## src/hdl/assert_macros.svh

```systemverilog
// Assertion macros shared by the moving average filter RTL.
// Depends on nothing; expects clk and rst_n in the scope that uses them.
`ifndef ASSERT_MACROS_SVH
`define ASSERT_MACROS_SVH

// Check a property on every rising edge outside reset.
`define MAF_ASSERT(name, prop, msg) \
  name: assert property (@(posedge clk) disable iff (!rst_n) prop) \
    else $error(msg);

// Check that a condition never holds outside reset.
`define MAF_NEVER(name, cond, msg) \
  name: assert property (@(posedge clk) disable iff (!rst_n) !(cond)) \
    else $error(msg);

`endif

```

## src/hdl/maf_pkg.sv

```systemverilog
// Shared widths, constants and types of the moving average filter.
// No dependencies.
package maf_pkg;

  localparam int SAMPLE_W   = 32;
  localparam int SUM_W      = 40;
  localparam int CNT_W      = 9;
  localparam int AVG_W      = 48;
  localparam int FRAC_BITS  = 16;
  localparam int MAX_WINDOW = 256;
  localparam int PTR_W      = $clog2(MAX_WINDOW);
  localparam int DIV_W      = SUM_W + FRAC_BITS;
  localparam int DCNT_W     = $clog2(DIV_W + 1);

  localparam logic [CNT_W-1:0] LEN_RESET = CNT_W'(16);

  typedef logic signed [SAMPLE_W-1:0] sample_t;
  typedef logic signed [SUM_W-1:0]    sum_t;
  typedef logic [CNT_W-1:0]           cnt_t;
  typedef logic [PTR_W-1:0]           ptr_t;

  // One access to the sample ring: read the slot and write the new sample.
  typedef struct packed {
    logic    en;
    ptr_t    addr;
    sample_t wdata;
  } ring_req_t;

endpackage

```

## src/hdl/maf_div.sv

```systemverilog
// Signed bit-serial divider: (sum << FRAC_BITS) / count, truncated toward zero.
// Depends on maf_pkg and assert_macros.svh.
`include "assert_macros.svh"
module maf_div (
  input  logic                     clk,
  input  logic                     rst_n,
  input  logic                     start,
  input  maf_pkg::sum_t            sum,
  input  maf_pkg::cnt_t            count,
  output logic                     done,
  output logic [maf_pkg::AVG_W-1:0] quotient
);
  import maf_pkg::*;

  logic              busy_r, busy_nxt;
  logic              fix_r, fix_nxt;
  logic              done_r, done_nxt;
  logic [DCNT_W-1:0] cnt_r;
  logic              neg_r;
  cnt_t              div_r;
  cnt_t              rem_r;
  logic [DIV_W-1:0]  quo_r;

  logic [CNT_W:0]    trial;
  logic [CNT_W:0]    diff;
  logic              ge;
  logic [SUM_W-1:0]  mag;

  assign mag   = sum[SUM_W-1] ? SUM_W'(-sum) : SUM_W'(sum);
  assign trial = {rem_r, quo_r[DIV_W-1]};
  assign ge    = trial >= {1'b0, div_r};
  assign diff  = trial - {1'b0, div_r};

  always_comb begin
    busy_nxt = busy_r;
    fix_nxt  = 1'b0;
    done_nxt = done_r;
    if (start) begin
      busy_nxt = 1'b1;
      done_nxt = 1'b0;
    end else if (busy_r && cnt_r == DCNT_W'(1)) begin
      busy_nxt = 1'b0;
      fix_nxt  = 1'b1;
    end else if (fix_r) begin
      done_nxt = 1'b1;
    end
  end

  always_ff @(posedge clk) begin
    if (!rst_n) begin
      busy_r <= 1'b0;
      fix_r  <= 1'b0;
      done_r <= 1'b0;
    end else begin
      busy_r <= busy_nxt;
      fix_r  <= fix_nxt;
      done_r <= done_nxt;
    end
  end

  // one quotient bit per cycle, quotient shifts in behind the dividend
  always_ff @(posedge clk) begin
    if (start) begin
      quo_r <= {mag, FRAC_BITS'(0)};
      rem_r <= '0;
      div_r <= count;
      neg_r <= sum[SUM_W-1];
      cnt_r <= DCNT_W'(DIV_W);
    end else if (busy_r) begin
      quo_r <= {quo_r[DIV_W-2:0], ge};
      rem_r <= ge ? diff[CNT_W-1:0] : trial[CNT_W-1:0];
      cnt_r <= cnt_r - DCNT_W'(1);
    end else if (fix_r && neg_r) begin
      quo_r <= -quo_r;
    end
  end

  assign done     = done_r;
  assign quotient = quo_r[AVG_W-1:0];

  `MAF_NEVER(a_div_busy_done, busy_r && done_r, "divider busy and done together")
  `MAF_ASSERT(a_div_start_idle, start |-> !busy_r && !fix_r, "divider restarted while busy")
  `MAF_ASSERT(a_div_cnt_live, busy_r |-> cnt_r != '0, "divider iterating with no bits left")

endmodule

```

## config.mk

```make
export PLATFORM = sky130hd
export DESIGN_NAME = maf_div
export DESIGN_NICKNAME = d
export VERILOG_FILES = /design/src/hdl/maf_pkg.sv /design/src/hdl/maf_div.sv
export VERILOG_INCLUDE_DIRS = /design/src /design/src/hdl
export SDC_FILE = /design/constraint.sdc
export NUM_CORES = 1
export LEC_CHECK = 0
export ABC_AREA = 1
export BUFFER_PORTS_ARGS = -buffer_cell sky130_fd_sc_hd__buf_2
export CORE_MARGIN = 1.5
export CORE_UTILIZATION = 35
export DETAILED_ROUTE_END_ITERATION = 10
export PLACE_DENSITY_LB_ADDON = 0.05
export RECOVER_POWER = 25
export SYNTH_ARGS = -nofsm -noshare
export SYNTH_HDL_FRONTEND = slang
export SYNTH_SLANG_ARGS = --single-unit
```

## constraint.sdc

```tcl
create_clock -name clk -period 6.2 [get_ports clk]
set_clock_uncertainty 0.1 [all_clocks]
set_input_delay 0.62 -clock clk [delete_from_list [all_inputs] [get_ports clk]]
set_output_delay 0.62 -clock clk [all_outputs]
set_load 0.1 [all_outputs]
```

==> metrics.cfg, run 1 <==
[outcome]
status=finished, violations left
failed_checks=capacitance limit, slew limit

[setup_path]
cp_slowest_stage_delay_ns=1.19
critical_path.top_delay_family=buffers and inverters
crit_path_frequent_cell=clkbuf_1
crit_type=in -> reg
crit_fanout=40
cp-end-kind=flip-flop
cp_num_buf_inv=3
critPathSlowestCell=clkbuf_1
crit_path_start_kind=input pin
cp.required_ns=6.07
crit_chain=clkbuf_1, clkinv_1, clkbuf_1, nand2_2
cp_data_arrival_time_ns=3.70

[cts]
cts_resized=0
clock_sinks=84
clk_pin_slew_ns=0.08
cts-root-buf=clkbuf_16
cts_made_buffers=9
htree_levels=3
clk_latency_ns=0.36
tritoncts=built
hold_buffers=0
post-cts-setup-buffers=0
clk_path_buf_depth=2

[power_and_ir_drop]
leakage_nw=3.84
p_per_area_mw_per_mm2=223
ir_drop_mv=0.122

[synthesis]
ys_types=40
postSynthCellCount=1252
syn_avg_cell_area_um2=6.14
async_flop_share_pct=0
ys_seq_elements=84
synth_warnings=0
synth_nets=1318
ys_seq_area_share_pct=28.4
synth_top_flop_cell=edfxtp_1
syn_area_mm2=0.00768
synth_edf_count=50

[worst_hold_path]
hold_path.class=in -> reg

[routing]
drt_wl_total_um=26200
via_count=7844
dr.pass1.iters=7
routedWlPerCell_um=16.7
drt_iter0_markers=663
via_per_inst=5.00
ant_nets=0
drc=0

[timing]
hold_violations=0
finalCriticalPeriod_ns=3.82
relSlewSlack_pct=-37.0
setup_viol=0
tns_ns=0
max_freq_mhz=262
rsz0062_at_grt=no
tightest_slew_ns=2.06
final.setup.worst_slack_ns=2.38
slew_viol_final=85
period_share_pct=61.7

[global_routing]
grt_antenna_before_repair=0
grt_max_degree=74
grt_usage_pct=23.4
grt_pass1_wl_um=40300
first_global_vias=7155
grt-ovfl-total=0

[finish]
n_antenna_cell=0
final_nets=1351
area_delta_synth_final_pct=8.40
drive_gt1_share_pct=11.5
postLayoutCellArea_mm2=0.00833

[place]
post-place-ws_ns=3.24
port_buffers=100
hpwl_um=20400
place_area_mm2=0.00806
place_congestion=0.921

[floorplan]
rows=54
core_area_mm2=0.0217
io_pins=101
start_util_pct=35.4
fp.dieArea_mm2=0.0229
die_w_um=151
fp.dieH_um=151

[run]
max_cap_viol_count=2

-- flip-flops by register name, summed over array words and instances (netlist names), named ones only --
register / flops
quo_r: 55
div_r: 9
rem_r: 9
cnt_r: 6
busy_r: 1
done: 1
fix_r: 1
neg_r: 1
-- final cells by class --
type                    count  area, um^2
clock buffers               9         225
clock inverters             7        77.6
fillers                  2410       13400
inverters                 146         548
multi-input cells         940        4450
flip-flops and latches     84        2180
well taps                 280         350
repair buffers            104         500
-- power breakdown --
part           total, W  internal, W  leakage, nW  switching [W]
combinational  0.000598     0.000128         2.92       0.000471
sequential     0.000701     0.000646        0.779      0.0000549
clock          0.000557     0.000286        0.144       0.000271
-- layer usage --
| metal | share of wire (%) | vias up | global-route usage, % | routed length, um |
|---|---|---|---|---|
| li1 | - | 4098 | - | - |
| met1 | 50 | 3502 | 35.4 | 13100 |
| met2 | 42 | 221 | 34.4 | 11100 |
| met3 | 6.0 | 23 | 3.95 | 1570 |
| met4 | 1.5 | 0 | 5.15 | 388 |
| met5 | 0 | - | 0 | 0 |
-- cells in the mapped netlist, drive strengths merged (13+ instances only) --
library cell	n	share of area [%]
edfxtp	50	20
nand2	378	19
nor2	184	10
o21ai	52	3.4
buf	68	6.0
xor2	14	1.6
nand4	22	1.9
a21oi	70	4.6
inv	142	6.9
dfxtp	34	8.9
ha	13	2.1
clkbuf	14	0.68
nand3	161	11
-- cell families (layout without fill, tap and decap cells) --
family,Yosys count,after routing,synth area share (%)
compound gates,146,146,10.0
buf+inv,228,266,13.8
xor+xnor,14,14,1.60
simple gates,766,766,43.8
flops,84,84,28.4
fa+ha+maj,14,14,2.38
-- final timing paths --
check	endpoint	cells after the start	slack (ns)	from
worst min-delay path	div_r[6]	1	0.33	count[6]
worst min register to register	cnt_r[0]	2	0.39	cnt_r[0]
worst max register to register	quo_r[43]	5	3.29	busy_r
worst max-delay path	quo_r[43]	4	2.38	start
-- per-stage QoR --
| stage | util, % | hold slack, ns | instances | power, W |
|---|---|---|---|---|
| 2_1_floorplan | - | 0.361 | 1252 | 0.00118 |
| 3_3_place_gp | 37.2 | 0.375 | 1554 | 0.00131 |
| 3_5_place_dp | 37.2 | 0.367 | 1554 | 0.00131 |
| 4_1_cts | 38.6 | 0.314 | 1570 | 0.00188 |
| 5_1_grt | 38.4 | 0.311 | 1570 | 0.00195 |
| 6_report | 38.4 | 0.329 | 1570 | 0.00186 |
-- worst reg2reg max path, stage by stage (launching register included) --
cell and delay [ns]:
dfxtp_2 0.31, buf_4 0.62, clkinv_1 0.25, nand2_1 0.20, inv_1 0.22, nand2_2 0.78
-- layout by cell type, fill, tap and decap left out, drive strengths merged --
cell type and n:
nand2 378, edfxtp 50, and2 2, buf 82, or2 3, o221ai 1, inv 145, a21oi 70
clkinv 7, nand3b 6, xor2 14, ha 13, a31oi 12, a21boi 2, nor2 184, clkbuf 31
o21bai 1, nand3 161, nand4 22, dfxtp 34, o21ai 52, o22ai 5, fa 1, o211ai 3
nor3 10, clkinvlp 1
Note: power is estimated with default switching activity, not from simulation.
==> inputs of run 2 (changes only) <==
Clock period 6.2 ns to 4 ns, I/O delays scaled along.
==> metrics.cfg, run 2 (synthesis results as in run 1) <==
[floorplan]
fp.dieH_um=151
io_pins=101
die_w_um=151
core_area_mm2=0.0217
start_util_pct=35.4
rows=54
fp.dieArea_mm2=0.0229

[global_routing]
first_global_vias=7236
grt_pass1_wl_um=41300
grt_antenna_before_repair=0
grt_usage_pct=24.2
grt-ovfl-total=0
grt_max_degree=73

[routing]
routedWlPerCell_um=17.1
via_per_inst=5.03
dr.pass1.iters=5
drc=0
drt_wl_total_um=26900
ant_nets=0
via_count=7912
drt_iter0_markers=467

[place]
hpwl_um=21100
port_buffers=100
place_congestion=0.906

[finish]
reg_top3=quo_r x55, div_r x9, rem_r x9
largest_register_ffs=55
fill_cells=2496
regMostFlops=quo_r
final_common_cell=nand2_1
drive_gt1_share_pct=11.6
layout.area.seq_mm2=0.00218
n_antenna_cell=0
final_nets=1353
final_cell_mix=nand2_1, nor2_1, nand3_1
area_delta_synth_final_pct=8.55
multi_input_area_mm2=0.00445

[cts]
tritoncts=built
clk_path_buf_depth=2
post-cts-setup-buffers=0
clk_latency_ns=0.36
cts_made_buffers=9
cts_resized=0
cts-root-buf=clkbuf_16
hold_buffers=0
clock_sinks=84
clk_pin_slew_ns=0.08
htree_levels=3

[timing]
setup_viol=0
hold_violations=0
rsz0062_at_grt=no
period_share_pct=69.0
relSlewSlack_pct=-13.2
finalCriticalPeriod_ns=2.76
tightest_slew_ns=1.70
slew_viol_final=105
tns_ns=0
max_freq_mhz=362
fin_hold_ws_ns=0.103

[setup_path]
cp-end-kind=flip-flop
cp.required_ns=4.06
r2r-end=quo_r[7]
cp_num_buf_inv=2
r2r_start=busy_r
critPathSlowestCell=clkbuf_2
r2r_cells=6
crit_chain=clkbuf_2, nor2_1, buf_4, a21boi_0, o21ai_0, a31oi_1
crit_type=reg -> reg
cp_data_arrival_time_ns=2.82
cp_slowest_stage_delay_ns=1.20
crit_fanout=72
critical_path.top_delay_family=buffers and inverters
r2r_setup_slack_ns=1.24
crit_path_start_kind=flip-flop

[worst_hold_path]
holdPathEnd=div_r[6]
hold_path.class=in -> reg
hold_depth=1
worstHoldStart=count[6]

[outcome]
failed_checks=capacitance limit, slew limit
status=finished, violations left

[power_and_ir_drop]
leakage_nw=3.86
ir_drop_mv=0.197
p_per_area_mw_per_mm2=346

[run]
max_cap_viol_count=2

run 2: report_power, final:
part | leakage (nW) | switching (W) | total [W] | internal [W]
clock | 0.149 | 0.000425 | 0.000870 | 0.000445
sequential | 0.778 | 0.0000787 | 0.00108 | 0.00100
combinational | 2.93 | 0.000740 | 0.000937 | 0.000197
run 2: worst max path at each step:
stage / startpoint / end / cells after the start
global placement: sum[39] / quo_r[44] / 6
global route: busy_r / quo_r[7] / 6
floorplan: start / quo_r[16] / 4
detailed placement: sum[39] / quo_r[44] / 6
finish: busy_r / quo_r[7] / 6
CTS: neg_r / quo_r[33] / 4
run 2: worst reg2reg max path, cell delays in order (launching register included):
cell	delay, ns
dfxtp_1	0.33
clkbuf_2	1.20
nor2_1	0.30
buf_4	0.31
a21boi_0	0.13
o21ai_0	0.08
a31oi_1	0.10
run 2: layout make-up:
cell class | instances | area share, %
inverter | 146 | 6.57
clock buffer | 9 | 2.70
clock inverter | 7 | 0.915
sequential | 84 | 26.2
multi-input combinational | 940 | 53.3
tap | 280 | 4.20
timing repair buffer | 106 | 6.16
run 2: metrics by stage:
stage	area [um^2]	setup slack (ns)	std cells	util (%)	power, W
final	8340	1.24	1572	38.5	0.00289
after global routing	8340	1.10	1572	38.5	0.00303
after CTS	8380	1.60	1572	38.6	0.00291
after detailed placement	8080	1.60	1556	37.2	0.00204
after global placement	8080	1.61	1556	37.2	0.00204
after floorplan	7680	1.63	1252	-	0.00183
run 2: routing by layer:
metal / up-vias / wire length (um) / track usage, % / part of all wire, %
li1: 4088 / - / - / -
met5: - / 0 / 0 / 0
met4: 0 / 684 / 7.67 / 2.5
met1: 3581 / 13900 / 36.8 / 52
met2: 208 / 11100 / 34.8 / 41
met3: 35 / 1250 / 3.28 / 4.6
==> inputs of run 3 (changes only) <==
Settings changed: ABC_AREA 1 to 0.
Clock period 4 ns to 2.3 ns, I/O delays scaled along.
==> metrics.cfg, run 3 <==
[timing]
max_freq_mhz=356
final.setup.worst_slack_ns=-0.506
tightest_slew_ns=1.65
rsz0062_at_grt=yes
period_share_pct=122
finalCriticalPeriod_ns=2.81
relSlewSlack_pct=-10.1
hold_violations=0
slew_viol_final=43
setup_viol=38

[power_and_ir_drop]
switchingPower_w=0.00226
pwr-share-clk_pct=28.0
leakage_nw=3.86
power.internal_w=0.00356
combinationalPowerShare_pct=39.7
seq_power_share_pct=32.3
p_per_area_mw_per_mm2=626
netSwitchingFraction_pct=38.8
ir_drop_mv=0.417

[setup_path]
crit_path_frequent_cell=or4_4
cp-end-kind=flip-flop
worstSetupStartpoint=quo_r[46]
cp_data_arrival_time_ns=2.80
critical_path.top_delay_family=simple AND/OR/NAND/NOR gates
crit_type=reg -> reg
crit_chain=or4_4, or4_4, or3_4, buf_6, or4_4, a21oi_4, a211oi_2
cp_slowest_stage_delay_ns=0.53
r2r_cells=7
r2r-end=quo_r[54]
r2r_start=quo_r[46]
r2r_setup_slack_ns=-0.51
crit_path_start_kind=flip-flop
cp_num_buf_inv=1
critPathSlowestCell=or4_4
cp.required_ns=2.29
crit_fanout=2

[cts]
clk_pin_slew_ns=0.07
tritoncts=built
htree_levels=3
clk_latency_ns=0.35
cts_made_buffers=9
cts-root-buf=clkbuf_16
clock_sinks=84
clk_path_buf_depth=2

[routing]
drc=0
routedWlPerCell_um=17.5
drt_wl_total_um=21300
via_count=6682
via_per_inst=5.50
ant_nets=0
drt_iter0_markers=395
dr.pass1.iters=5

[synthesis]
syn_area_mm2=0.00647
synth_edf_count=50
ys_seq_elements=84
ys_seq_area_share_pct=33.7
syn_avg_cell_area_um2=8.52
synth.area.top_cells=edfxtp_1, dfxtp_1, buf_4
synth.most_common_cell=nand2_1
async_flop_share_pct=0
synthTopCellsByCount=nand2_1, nor2_1, edfxtp_1, a21oi_1, buf_4
synth_top_area_share_pct=23.2
postSynthCellCount=760
synth_top_flop_cell=edfxtp_1
yosysTopAreaCell=edfxtp_1
synth_warnings=0
synth_nets=826
ys_types=72

[finish]
reg_top3=quo_r x55, div_r x9, rem_r x9
n_antenna_cell=0
final_nets=1048
layout.area.seq_mm2=0.00219
final_common_cell=buf_4
largest_register_ffs=55
area_delta_synth_final_pct=43.6
fill_cells=1769
postLayoutCellArea_mm2=0.00930
regMostFlops=quo_r
drive_gt1_share_pct=40.5
multi_input_area_mm2=0.00419
final_cell_mix=buf_4, buf_2, nand2_1

[place]
place_area_mm2=0.00806
place_congestion=0.854
hpwl_um=14900
port_buffers=100
post-place-ws_ns=-0.508

[outcome]
failed_checks=capacitance limit, slew limit, setup timing
status=finished, violations left

[floorplan]
die_w_um=139
rows=49
fp.dieArea_mm2=0.0193
io_pins=101
start_util_pct=35.9
core_area_mm2=0.0180
fp.dieH_um=139

[worst_hold_path]
holdPathEnd=busy_r
hold_depth=2
hold_path.class=in -> reg
worstHoldStart=rst_n

[run]
max_cap_viol_count=1

[global_routing]
grt_pass1_wl_um=34200
grt-ovfl-total=0
grt_max_degree=74
first_global_vias=6492
grt_antenna_before_repair=0
grt_usage_pct=22.0

-- run 3: cell count changes after synthesis, sizes merged, moves of 21 or more --
cell / delta
xnor2: +21
inv: -117
nand3: -144
nand2: -321
a21oi: -21
nor2: -128
-- run 3: final cells by class --
cell class | instances | share of cell area, %
Multi-Input combinational cell | 560 | 45.0
Timing Repair Buffer | 301 | 23.8
Sequential cell | 84 | 23.5
Tap cell | 229 | 3.08
Clock buffer | 9 | 2.42
Inverter | 26 | 1.10
Clock inverter | 7 | 1.04
-- run 3: worst max-delay path by stage --
stage	endpoint	cells past startpoint	slack, ns
2_1_floorplan	quo_r[55]	6	-0.51
3_3_place_gp	quo_r[55]	6	-0.50
3_5_place_dp	quo_r[55]	6	-0.51
4_1_cts	quo_r[55]	6	-0.50
5_1_grt	quo_r[54]	7	-0.54
6_report	quo_r[54]	7	-0.51
-- run 3: repair_timing --
item | in CTS | in global routing
gates resized for setup | 72 | 52
hold buffers | 9 | 0
hold endpoints to repair | 9 | 0
gates cloned | 2 | 0
pin swaps | 25 | 31
buffers inserted | 15 | 31
endpoints found under the setup margin | 44 | 46
-- run 3: power groups by stage --
| stage | clock, W | sequential (W) | combinational, W |
|---|---|---|---|
| final | 0.00163 | 0.00188 | 0.00231 |
| after global routing | 0.00172 | 0.00190 | 0.00248 |
| after CTS | 0.00167 | 0.00187 | 0.00225 |
| after detailed placement | 0 | 0.00190 | 0.00212 |
| after global placement | 0 | 0.00190 | 0.00210 |
| after floorplan | 0 | 0.00194 | 0.00150 |
-- run 3: cells by family after synthesis --
kind of cell	synth area share [%]
fa+ha+maj	2.82
flops	33.7
mux	3.46
simple gates	19.9
compound gates	23.2
xor+xnor	7.17
buf+inv	9.70
-- run 3: layer usage --
layer  up-vias  wire length, um  GRT usage [%]
li1       3260                -              -
met1      3244             9960           30.2
met2       163            10200           36.2
met3        15              890           2.62
met4         0              261           6.69
met5         -                0              0
-- run 3: through the flow --
stage / TNS, ns / instances / hold slack [ns] / util (%) / total power [W]
after floorplan: -3.79 / 760 / 0.229 / - / 0.00344
after global placement: -7.65 / 1151 / 0.308 / 44.7 / 0.00400
after detailed placement: -8.76 / 1151 / 0.308 / 44.7 / 0.00402
after CTS: -5.05 / 1193 / 0.0312 / 49.6 / 0.00580
final: -6.20 / 1216 / 0.0331 / 51.6 / 0.00582
after global routing: -12.19 / 1216 / 0.0437 / 51.6 / 0.00609
